==> src/design/rcsi_pkg.sv <==
// Shared constants, register indexes and types for the ray/cube slab intersection block.
`timescale 1ns / 1ps

package rcsi_pkg;

  // Default formats: signed Q16.16 coordinates
  localparam int COORD_WIDTH_DEF = 32;
  localparam int FRAC_BITS_DEF   = 16;

  // Texture coordinates are unsigned Q0.16 regardless of the coordinate format
  localparam int TEX_BITS = 16;

  localparam int NUM_AXES   = 3;
  localparam int CFG_ADDR_W = 2;

  // Configuration register indexes
  localparam logic [CFG_ADDR_W-1:0] REG_CENTER_X  = 2'd0;
  localparam logic [CFG_ADDR_W-1:0] REG_CENTER_Y  = 2'd1;
  localparam logic [CFG_ADDR_W-1:0] REG_CENTER_Z  = 2'd2;
  localparam logic [CFG_ADDR_W-1:0] REG_CUBE_SIZE = 2'd3;

  // Face normal component codes (2-bit two's complement)
  localparam logic [1:0] NRM_ZERO = 2'b00;
  localparam logic [1:0] NRM_POS  = 2'b01;
  localparam logic [1:0] NRM_NEG  = 2'b11;

  // Per-axis slab status handed from a lane to the merge stage
  typedef struct packed {
    logic dzero;    // direction component is zero
    logic outside;  // origin lies outside the slab on this axis
  } slab_flags_t;

endpackage

==> src/design/rcsi_merge.sv <==
// Merge stage: combines the three slab intervals into hit/miss and the hit distance.
`timescale 1ns / 1ps

module rcsi_merge #(
  parameter int COORD_WIDTH = rcsi_pkg::COORD_WIDTH_DEF
) (
  input  logic                          clk,
  input  logic                          en,
  input  logic signed [COORD_WIDTH-1:0] tn_i     [rcsi_pkg::NUM_AXES],
  input  logic signed [COORD_WIDTH-1:0] tf_i     [rcsi_pkg::NUM_AXES],
  input  rcsi_pkg::slab_flags_t         flags_i  [rcsi_pkg::NUM_AXES],
  input  logic signed [COORD_WIDTH-1:0] origin_i [rcsi_pkg::NUM_AXES],
  input  logic signed [COORD_WIDTH-1:0] dir_i    [rcsi_pkg::NUM_AXES],
  output logic signed [COORD_WIDTH-1:0] th_o,
  output logic                          miss_o,
  output logic signed [COORD_WIDTH-1:0] origin_o [rcsi_pkg::NUM_AXES],
  output logic signed [COORD_WIDTH-1:0] dir_o    [rcsi_pkg::NUM_AXES]
);

  localparam int W = COORD_WIDTH;
  localparam logic signed [W-1:0] CMIN = $signed({1'b1, {(W-1){1'b0}}});
  localparam logic signed [W-1:0] CMAX = $signed({1'b0, {(W-1){1'b1}}});

  logic signed [W-1:0] tmin, tmax, th;
  logic                miss;
  logic signed [W-1:0] th_r;
  logic                miss_r;
  logic signed [W-1:0] o_r [rcsi_pkg::NUM_AXES];
  logic signed [W-1:0] d_r [rcsi_pkg::NUM_AXES];

  // Latest entry, earliest exit; axes with zero direction do not narrow
  always_comb begin
    tmin = CMIN;
    tmax = CMAX;
    miss = 1'b0;
    for (int a = 0; a < rcsi_pkg::NUM_AXES; a++) begin
      if (flags_i[a].dzero) begin
        miss = miss | flags_i[a].outside;
      end else begin
        if (tn_i[a] > tmin) tmin = tn_i[a];
        if (tf_i[a] < tmax) tmax = tf_i[a];
      end
    end
    miss = miss | (tmin > tmax) | tmax[W-1];
    th   = (tmin > $signed(W'(0))) ? tmin : tmax;
  end

  always_ff @(posedge clk) begin
    if (en) begin
      th_r   <= th;
      miss_r <= miss;
      o_r    <= origin_i;
      d_r    <= dir_i;
    end
  end

  assign th_o     = th_r;
  assign miss_o   = miss_r;
  assign origin_o = o_r;
  assign dir_o    = d_r;

endmodule

==> config.mk <==
export PLATFORM = sky130hd
export DESIGN_NAME = rcsi_merge
export DESIGN_NICKNAME = d
export VERILOG_FILES = /design/src/design/rcsi_pkg.sv /design/src/design/rcsi_merge.sv
export SDC_FILE = /design/constraint.sdc
export NUM_CORES = 1
export LEC_CHECK = 0
export BUFFER_PORTS_ARGS = -buffer_cell sky130_fd_sc_hd__buf_4
export CAP_MARGIN = 5
export CORE_MARGIN = 4
export CORE_UTILIZATION = 23
export CTS_BUF_LIST = sky130_fd_sc_hd__clkbuf_8
export CTS_CLUSTER_SIZE = 40
export DETAILED_ROUTE_END_ITERATION = 10
export SLEW_MARGIN = 15
export SYNTH_ARGS = -nofsm -noshare
export SYNTH_HDL_FRONTEND = slang
export SYNTH_SLANG_ARGS = --single-unit
==> constraint.sdc <==
create_clock -name clk -period 12.6 [get_ports clk]
set_input_delay 2.52 -clock clk [delete_from_list [all_inputs] [get_ports clk]]
set_output_delay 2.52 -clock clk [all_outputs]
set_load 0.02 [all_outputs]
==> results.md <==
- Status: complete, no violations
- Final Critical Period: between 10 and 15 ns
- DRT antenna net count: 0
- Synth top area share: 0.4875
- Routed wire length: 63.91 mm
- Core Area: 59350 sq um
- Vias in the first global route: 13160
- EDFF count, synth: 225
- Post-CTS Resized: 0
- H-tree Lvls: 2
- Post-synth ARST share: 0
- Crit-path max cell delay: 1.05 ns
- Reg clk slew, reported paths: roughly 0.06 ns
- CP Capture Type: flip-flop
- Clock sinks: 225
- CP required: 12.90 ns
- Endpoints failing hold: 0
- P per Cell Area: 126.5 nW/um^2
- CTS tree: built
- Post-Syn Area: about 14000 sq um
- Area growth from synthesis to layout: 45.98%
- DR pass1 iterations: 5
- Synthesis Warnings: 0
- Relative slew margins: 0.2092
- Post-Synthesis Cells: 1251
- CP Data Arrival Time: 11.88 ns
- F_max: 86.38 MHz
- Total CTS buffers: 41
- Slowest CP cell: or4_2
- Biggest area consumer among synthesized cells: edfxtp_1
- Startpoint Class: input port
- Largest net degree at the start of global routing: between 100 and 150
- Die Y: about 250 microns
- Initial antenna violation count: 1
- Max Slew Vio Count: 0
- CP startpoint: tn_i[87]
- Sequential fraction of the synthesis area: 0.4875
- Mapped Nets: 1800
- Critical path class: input port to flip-flop
- RePlAce Congestion: around 0.93
- Max Fanout on Critical Path: 42
- Starting Density: 0.2335
- DP HPWL: 53.20 mm
- Max_cap viols: 0
- Hold_buf cts: 0
- Synth Flop Type: edfxtp_1
- Slew @ Worst Pin: ~1.2 ns
- Leakage: between 8 and 9 nW
- # Post-CTS Setup Buffers: 0
- Max Buffers Root-to-Sink: 3
- Worst VDD drop: 0.00007064 V
- Synth area leaders: edfxtp_1 49%, ha_1 14%, nor2_1 3.5%
- Initial drt markers: 941
- Post-layout util: 0.3409
- Syn_area_per_cell: 11.08 sq um
- Num rows: 89
- Post-DR wirelength/cell: 23.89 microns
- Vias after detailed routing: 13190
- #FFs+latches synth: approximately 230
- Gr ovfl total: 0
- Total I/O pin count: 617
- CTS root buffer: clkbuf_8
- Gr usage total: 0.1846
- First-pass GRT wire length: 87.95 mm
- Hold Path Stages: 1
- Fraction of layout cells with a size suffix above 1: 0.3945
- Die X: 253.5 microns
- Setup violators final: 0
- Die ar.: 64250 sq um
- # nets final: 2420
- Tcrit/Tclk final: 0.9188
- Worst hold path type: input port to flip-flop
- RSZ-0062 raised after global routing: false
- Setup TNS: 0 ns
- Via/cell ratio: approximately 5
- DRC violations left: 0
- Port bufs: 616
- Library cells used by synthesis: 63
- Hold path start: origin_i[43]
## sequential cells by signal, summed over array words and instances (netlist names)
signal	count
origin_o	96
th_o	32
miss_o	1
dir_o	96
## Yosys cell counts (all sizes together) (19+ instances only)
master	count
a31oi	30
mux2	37
nor3	23
nand2	70
o21ai	51
buf	21
nor2	129
a21o	22
nand4	48
nor2b	19
o32a	31
inv	49
ha	157
a21oi	71
edfxtp	225
nand3	20
nor4	41
nand2b	42
clkbuf	36
## critical path, delay by kind of cell
family,cells,cell delay [ns]
compound gates,14,2.54
fa+ha+maj,3,0.88
buf+inv,3,0.65
mux,1,0.38
simple gates,14,4.85
## path summary, 6_finish.rpt
kind	to
hold / removal	origin_o[43]
setup / recovery	miss_o
## area by class of cell
cell class	instances	area, sq um
Multi-Input combinational cell	920	6711
Sequential cell	225	6756
Clock inverter	32	281.5
Tap cell	773	967.2
Inverter	49	183.9
Fill cell	6008	39120
Antenna cell	1	2.502
Clock buffer	41	564.3
Timing Repair Buffer	634	4767
## power breakdown
group	switching, mW	total, mW	internal [mW]	leakage (nW)
sequential	0.0319	0.948	0.916	2.20
clock	0.317	0.728	0.411	0.466
combinational	0.511	0.883	0.372	6.06
total	0.860	2.56	1.70	8.73
## stage by stage
stage	hold WS [ns]	total power, mW	cell area, sq um	instances	setup slack (ns)
final	2.111	2.559	20230	2675	1.023
after global routing	2.047	2.698	20230	2674	0.4556
after CTS	2.045	2.591	20230	2674	1.164
after detailed placement	2.699	1.841	19380	2601	0.5566
after global placement	2.698	1.833	19380	2601	0.7614
after floorplan	2.619	1.423	13860	1251	1.704
## routing by layer
| metal | GRT usage | up-vias | routed length [microns] |
|---|---|---|---|
| met2 | 0.3368 | 621 | 33000 |
| met4 | 0.06336 | 2 | 2168 |
| li1 | - | 6097 | - |
| met3 | 0.04257 | 95 | 4879 |
| met5 | 0 | - | 13 |
| met1 | 0.2121 | 6379 | 23850 |
## kinds of logic after synthesis
group,count (synthesis),share of synthesized area
simple gates,424,0.1541
compound gates,284,0.1422
flops,225,0.4875
fa+ha+maj,157,0.1417
buf+inv,106,0.03159
mux,54,0.04234
xor+xnor,1,0.0006320
## cell usage in the layout, fill, tap and decap left out, types with 4 or more instances in the layout
master	Yosys	layout
nor2_1	129	126
nor4_1	40	39
a21o_1	22	22
ha_1	157	157
nor3b_1	5	5
o32a_1	31	31
a31oi_1	20	20
edfxtp_1	225	225
a211oi_1	10	10
inv_1	49	60
nand2_1	70	70
a21oi_1	71	71
nor2b_1	19	19
nand4_1	48	48
o21a_1	10	10
mux2i_1	17	16
nand3_1	20	20
buf_4	1	633
and2_1	4	4
o21bai_1	4	4
mux2_2	36	36
o31ai_1	17	17
or2_2	4	4
o211ai_1	7	7
bufinv_16	0	5
a31oi_2	10	10
clkinv_1	0	9
o21ai_0	51	51
or3_1	5	5
clkbuf_8	0	41
nor3_1	23	23
nand2b_1	42	42
No activity file was read; power rests on OpenSTA's default activity.
