`config.mk`:
```
export PLATFORM = sky130hd
export DESIGN_NAME = rcsi_point
export DESIGN_NICKNAME = d
export VERILOG_FILES = /design/src/design/rcsi_pkg.sv /design/src/design/rcsi_point.sv
export SDC_FILE = /design/constraint.sdc
export NUM_CORES = 2
export LEC_CHECK = 0
export ABC_AREA = 1
export BUFFER_PORTS_ARGS = -buffer_cell sky130_fd_sc_hd__buf_4
export CORE_MARGIN = 8
export CORE_UTILIZATION = 40
export CTS_CLUSTER_DIAMETER = 50
export CTS_CLUSTER_SIZE = 25
export DETAILED_ROUTE_END_ITERATION = 12
export PLACE_DENSITY_LB_ADDON = 0.15
export SLEW_MARGIN = 40
export SYNTH_ARGS = -nofsm -noshare
export SYNTH_HDL_FRONTEND = slang
export SYNTH_SLANG_ARGS = --single-unit
```
`constraint.sdc`:
```
create_clock -name clk -period 9 [get_ports clk]
set_clock_uncertainty 0.15 [all_clocks]
set_input_delay 0.45 -clock clk [delete_from_list [all_inputs] [get_ports clk]]
set_output_delay 0.45 -clock clk [all_outputs]
set_load 0.02 [all_outputs]
```
`src/design/rcsi_pkg.sv`:
```
// Shared constants, register indexes and types for the ray/cube slab intersection block.
`timescale 1ns / 1ps

package rcsi_pkg;

  // Default formats: signed Q16.16 coordinates
  localparam int COORD_WIDTH_DEF = 32;
  localparam int FRAC_BITS_DEF   = 16;

  // Texture coordinates are unsigned Q0.16 regardless of the coordinate format
  localparam int TEX_BITS = 16;

  localparam int NUM_AXES   = 3;
  localparam int CFG_ADDR_W = 2;

  // Configuration register indexes
  localparam logic [CFG_ADDR_W-1:0] REG_CENTER_X  = 2'd0;
  localparam logic [CFG_ADDR_W-1:0] REG_CENTER_Y  = 2'd1;
  localparam logic [CFG_ADDR_W-1:0] REG_CENTER_Z  = 2'd2;
  localparam logic [CFG_ADDR_W-1:0] REG_CUBE_SIZE = 2'd3;

  // Face normal component codes (2-bit two's complement)
  localparam logic [1:0] NRM_ZERO = 2'b00;
  localparam logic [1:0] NRM_POS  = 2'b01;
  localparam logic [1:0] NRM_NEG  = 2'b11;

  // Per-axis slab status handed from a lane to the merge stage
  typedef struct packed {
    logic dzero;    // direction component is zero
    logic outside;  // origin lies outside the slab on this axis
  } slab_flags_t;

endpackage

```
`src/design/rcsi_point.sv`:
```
// One axis lane of the hit point: t*dir product, saturated add, face normal test.
`timescale 1ns / 1ps

module rcsi_point #(
  parameter int COORD_WIDTH = rcsi_pkg::COORD_WIDTH_DEF,
  parameter int FRAC_BITS   = rcsi_pkg::FRAC_BITS_DEF
) (
  input  logic                          clk,
  input  logic                          en,
  input  logic signed [COORD_WIDTH-1:0] th_i,
  input  logic signed [COORD_WIDTH-1:0] origin_i,
  input  logic signed [COORD_WIDTH-1:0] dir_i,
  input  logic signed [COORD_WIDTH+1:0] lo_eps_i,
  input  logic signed [COORD_WIDTH+1:0] hi_eps_i,
  output logic signed [COORD_WIDTH-1:0] point_o,
  output logic [1:0]                    nrm_o
);

  localparam int W   = COORD_WIDTH;
  localparam int SHW = 2 * W - FRAC_BITS;

  localparam logic [SHW-1:0] LIM_NEG = SHW'(1) << (W - 1);
  localparam logic [SHW-1:0] LIM_POS = LIM_NEG - SHW'(1);
  localparam logic signed [W+1:0] CMAX_X = $signed({3'b000, {(W-1){1'b1}}});
  localparam logic signed [W+1:0] CMIN_X = $signed({3'b111, {(W-1){1'b0}}});

  // Magnitude product
  logic [W-1:0]        mth, mdir;
  logic [2*W-1:0]      prod_c;
  logic [2*W-1:0]      prod_r;
  logic                neg_r;
  logic signed [W-1:0] o_c_r;

  always_comb begin
    mth    = th_i[W-1] ? W'(-th_i) : W'(th_i);
    mdir   = dir_i[W-1] ? W'(-dir_i) : W'(dir_i);
    prod_c = mth * mdir;
  end

  always_ff @(posedge clk) begin
    if (en) begin
      prod_r <= prod_c;
      neg_r  <= th_i[W-1] ^ dir_i[W-1];
      o_c_r  <= origin_i;
    end
  end

  // Scale, clamp, add origin, saturate
  logic [SHW-1:0]      sh;
  logic [W-1:0]        mm;
  logic signed [W+1:0] sv, sum;
  logic signed [W-1:0] p_c;
  logic signed [W-1:0] p_d_r;

  always_comb begin
    sh = prod_r[2*W-1:FRAC_BITS];
    if (neg_r) begin
      mm = (sh > LIM_NEG) ? LIM_NEG[W-1:0] : sh[W-1:0];
      sv = -$signed({2'b00, mm});
    end else begin
      mm = (sh > LIM_POS) ? LIM_POS[W-1:0] : sh[W-1:0];
      sv = $signed({2'b00, mm});
    end
    sum = (W+2)'(o_c_r) + sv;
    if (sum > CMAX_X)      p_c = CMAX_X[W-1:0];
    else if (sum < CMIN_X) p_c = CMIN_X[W-1:0];
    else                   p_c = sum[W-1:0];
  end

  always_ff @(posedge clk) begin
    if (en) begin
      p_d_r <= p_c;
    end
  end

  // Face normal: near the low or high plane within the tolerance
  logic signed [W+1:0] p_x;
  logic [1:0]          nrm_c;
  logic signed [W-1:0] p_e_r;
  logic [1:0]          nrm_r;

  always_comb begin
    p_x = (W+2)'(p_d_r);
    if (p_x < lo_eps_i)      nrm_c = rcsi_pkg::NRM_NEG;
    else if (p_x > hi_eps_i) nrm_c = rcsi_pkg::NRM_POS;
    else                     nrm_c = rcsi_pkg::NRM_ZERO;
  end

  always_ff @(posedge clk) begin
    if (en) begin
      p_e_r <= p_d_r;
      nrm_r <= nrm_c;
    end
  end

  assign point_o = p_e_r;
  assign nrm_o   = nrm_r;

endmodule

```
==> flow_metrics.env <==
export IMPL_syn_area_um2=44500
export IMPL_holdCritPathClass="primary input to register"
export IMPL_drive_gt1_share_pct=12.8
export IMPL_grt_max_degree=79
export IMPL_synth_cells=5540
export IMPL_dieArea_um2=122000
export IMPL_num_fill_cells=11200
export IMPL_via_per_inst=5.06
export IMPL_drt_total_wl_mm=162
export IMPL_grt_pass1_wl_mm=244
export IMPL_gp_congestion=0.969
export IMPL_slew_viol_final=0
export IMPL_endpoint_kind="register"
export IMPL_cp_start_kind="primary input"
export IMPL_insertion_delay_ns=0.45
export IMPL_slowest_stage="fa_1"
export IMPL_place_area_um2=51000
export IMPL_globalRouteTotalUtil_pct=26.4
export IMPL_first_global_vias=40100
export IMPL_synthTopCellsByCount="inv_1 (1340), nand2_1 (1082), fa_1 (896), nor2_1 (704), ha_1 (363)"
export IMPL_final_util_pct=46.9
export IMPL_finalSetupViolCount=0
export IMPL_start_util_pct=40.2
export IMPL_worst_slew_margin_rel_pct=41.8
export IMPL_synth_xor_xnor_area_share_pct=2.27
export IMPL_synth_seq_cells=147
export IMPL_grt_overflow_total=0
export IMPL_drc_errors=0
export IMPL_drtIter0Drc=2394
export IMPL_synth_top_family_by_area="adder cells"
export IMPL_ios=200
export IMPL_muxShareOfSynthArea_pct=0
export IMPL_final_hold_viol_count=0
export IMPL_status="finished, final reports clean"
export IMPL_wire_per_inst_um=21.5
export IMPL_cts_sinks=147
export IMPL_yosysUniqueCellTypes=57
export IMPL_worst_slew_pin_slew_ns=0.871
export IMPL_synth_seq_area_share_pct=9.93
export IMPL_cp_top_family="adder cells"
export IMPL_ys_async_sr_fraction_pct=0
export IMPL_worstPathRequired_ns=9.03
export IMPL_period_minus_slack_ns=8.65
export IMPL_vias=38200
export IMPL_synth_fa_ha_area_share_pct=50.6
export IMPL_worstPathMaxFanout=12
export IMPL_cts_buffer_depth=2
export IMPL_synthesis_nets=6965
export IMPL_synth_top_area_share_pct=40.3
export IMPL_fin_crit_sh_pct=96.2
export IMPL_syn_area_per_cell_um2=8.03
export IMPL_synth_top_flop_cell="edfxtp_1"
export IMPL_cts_htree_levels=4
export IMPL_netlist_top_cells_area="fa_1 (40%), inv_1 (11%), ha_1 (10%), edfxtp_1 (9.9%), nand2_1 (9.1%)"
export IMPL_max_freq_ghz=0.116
export IMPL_rsz0062_at_grt="true"
export IMPL_cts_tree="yes"
export IMPL_cts_root_buffer="clkbuf_16"
export IMPL_fp_row_count=122
export IMPL_arrival_ns=8.69
export IMPL_area_delta_synth_final_pct=16.5
export IMPL_core_um2=111000
export IMPL_dp_hpwl_mm=139
export IMPL_design_area_um2=51800
export IMPL_port_buffers=199
export IMPL_yosys_cell_count_top_type="inv_1"
export IMPL_max_cap_viol_count=0
export IMPL_synth_warnings=0
export IMPL_numCtsBuffers=17
export IMPL_synth_compound_area_share_pct=5.51
export IMPL_crit_buf_inv=14
export IMPL_die_x_um=349
export IMPL_final_antenna_net_count=0
export IMPL_synth_edf_count=147
export IMPL_fin_nets=7473
export IMPL_grt_antenna_before_repair=5
export IMPL_yosys_area_share_simple_pct=18.4
export IMPL_crit_top_cell="inv_1"
export IMPL_slowest_delay_ns=0.60
export IMPL_synth_top_area_cell="fa_1"
export IMPL_clkSlewWorstSetupHoldPaths_ns=0.06
export IMPL_die_height_um=349
export IMPL_drt_pass1_iterations=5
export IMPL_crit_type="primary input to register"
## per-layer routing
layer / track usage (%) / routed length [um] / up-vias
met4: 12.8 / 9790 / 6
met2: 45.6 / 78000 / 1458
met5: 0 / 41 / -
li1: - / - / 17500
met1: 32.2 / 62700 / 18900
met3: 4.29 / 11700 / 380
## worst reg2reg max path: cells and delay by family (launching register included)
kind | cells | cell delay, ns
and+or+nand+nor | 16 | 2.86
adders and majority gates | 2 | 0.60
AOI/OAI and AO/OA | 7 | 1.03
DFF | 1 | 0.52
buffers and inverters | 6 | 0.82
## cell families after synthesis
family / count (synthesis)
adders and majority gates: 1259
DFF: 147
AOI/OAI and AO/OA: 428
and+or+nand+nor: 2040
buffers and inverters: 1551
xor gates and xnor gates: 115
## through the flow
stage | worst slack (ns) | TNS, ns | std cells | hold slack (ns)
6_report | 0.346 | 0 | 7549 | 0.0312
5_1_grt | -0.109 | -0.263 | 7548 | 0.0104
4_1_cts | 0.219 | 0 | 7547 | 0.00161
3_5_place_dp | -0.258 | -3.26 | 7515 | 0.293
3_3_place_gp | -0.201 | -2.01 | 7514 | 0.296
2_1_floorplan | 0.0117 | 0 | 5540 | 0.276
## cells in the final DEF, fill, tap and decap left out, types with 6 or more instances in the layout
cell type and instances:
o31ai_1 9, fa_1 894, o21ai_1 9, o21ai_0 125, o211ai_1 6, edfxtp_1 147
or2_2 14, buf_12 37, buf_4 631, xnor2_1 32, nor3_1 42, ha_1 362
o21bai_1 8, nor2_2 17, nor4_1 16, a31oi_1 34, nand3b_1 9, o21a_1 19
clkinv_1 22, nand4_1 33, o41ai_1 6, xor2_1 81, a21o_1 11, inv_2 9
nand3_1 98, clkbuf_16 17, o2111ai_1 6, nand2_1 1080, inv_1 1340, a21oi_1 160
nor2_1 701, nand2_2 6
## path summary, 6_finish.rpt
| check | cells after the start | to | slack [ns] | from |
|---|---|---|---|---|
| min reg2reg | 0 | point_o[0] | 0.31 | p_d_r[0] |
| max | 39 | prod_r[61] | 0.35 | th_i[0] |
| max reg2reg | 31 | p_d_r[0] | 2.78 | prod_r[19] |
| min | 1 | o_c_r[25] | 0.03 | origin_i[25] |
## state kept, by name, summed over array words and instances (netlist names)
register / flops
neg_r: 1
nrm_o: 2
o_c_r: 32
p_d_r: 32
point_o: 32
prod_r: 48
## repair_timing
action | in CTS | in global routing
hold endpoints to repair | 1 | 0
setup endpoints to repair | 0 | 27
buffers inserted | 0 | 1
resized for setup | 0 | 27
hold buffers | 1 | 0
## cell type report
| class | count | area [um^2] | share of cell area (%) |
|---|---|---|---|
| Clock buffer | 19 | 433 | 0.836 |
| Sequential cell | 147 | 4410 | 8.52 |
| Tap cell | 1488 | 1860 | 3.60 |
| Multi-Input combinational cell | 3842 | 34200 | 66.1 |
| Antenna cell | 1 | 2.50 | 0.00483 |
| Timing Repair Buffer | 671 | 5510 | 10.6 |
| Clock inverter | 12 | 186 | 0.360 |
| Inverter | 1369 | 5140 | 9.94 |
Power is left out: the tool's default activity adds up to more than one toggle a clock period on the data nets, which glitch-free logic cannot reach.
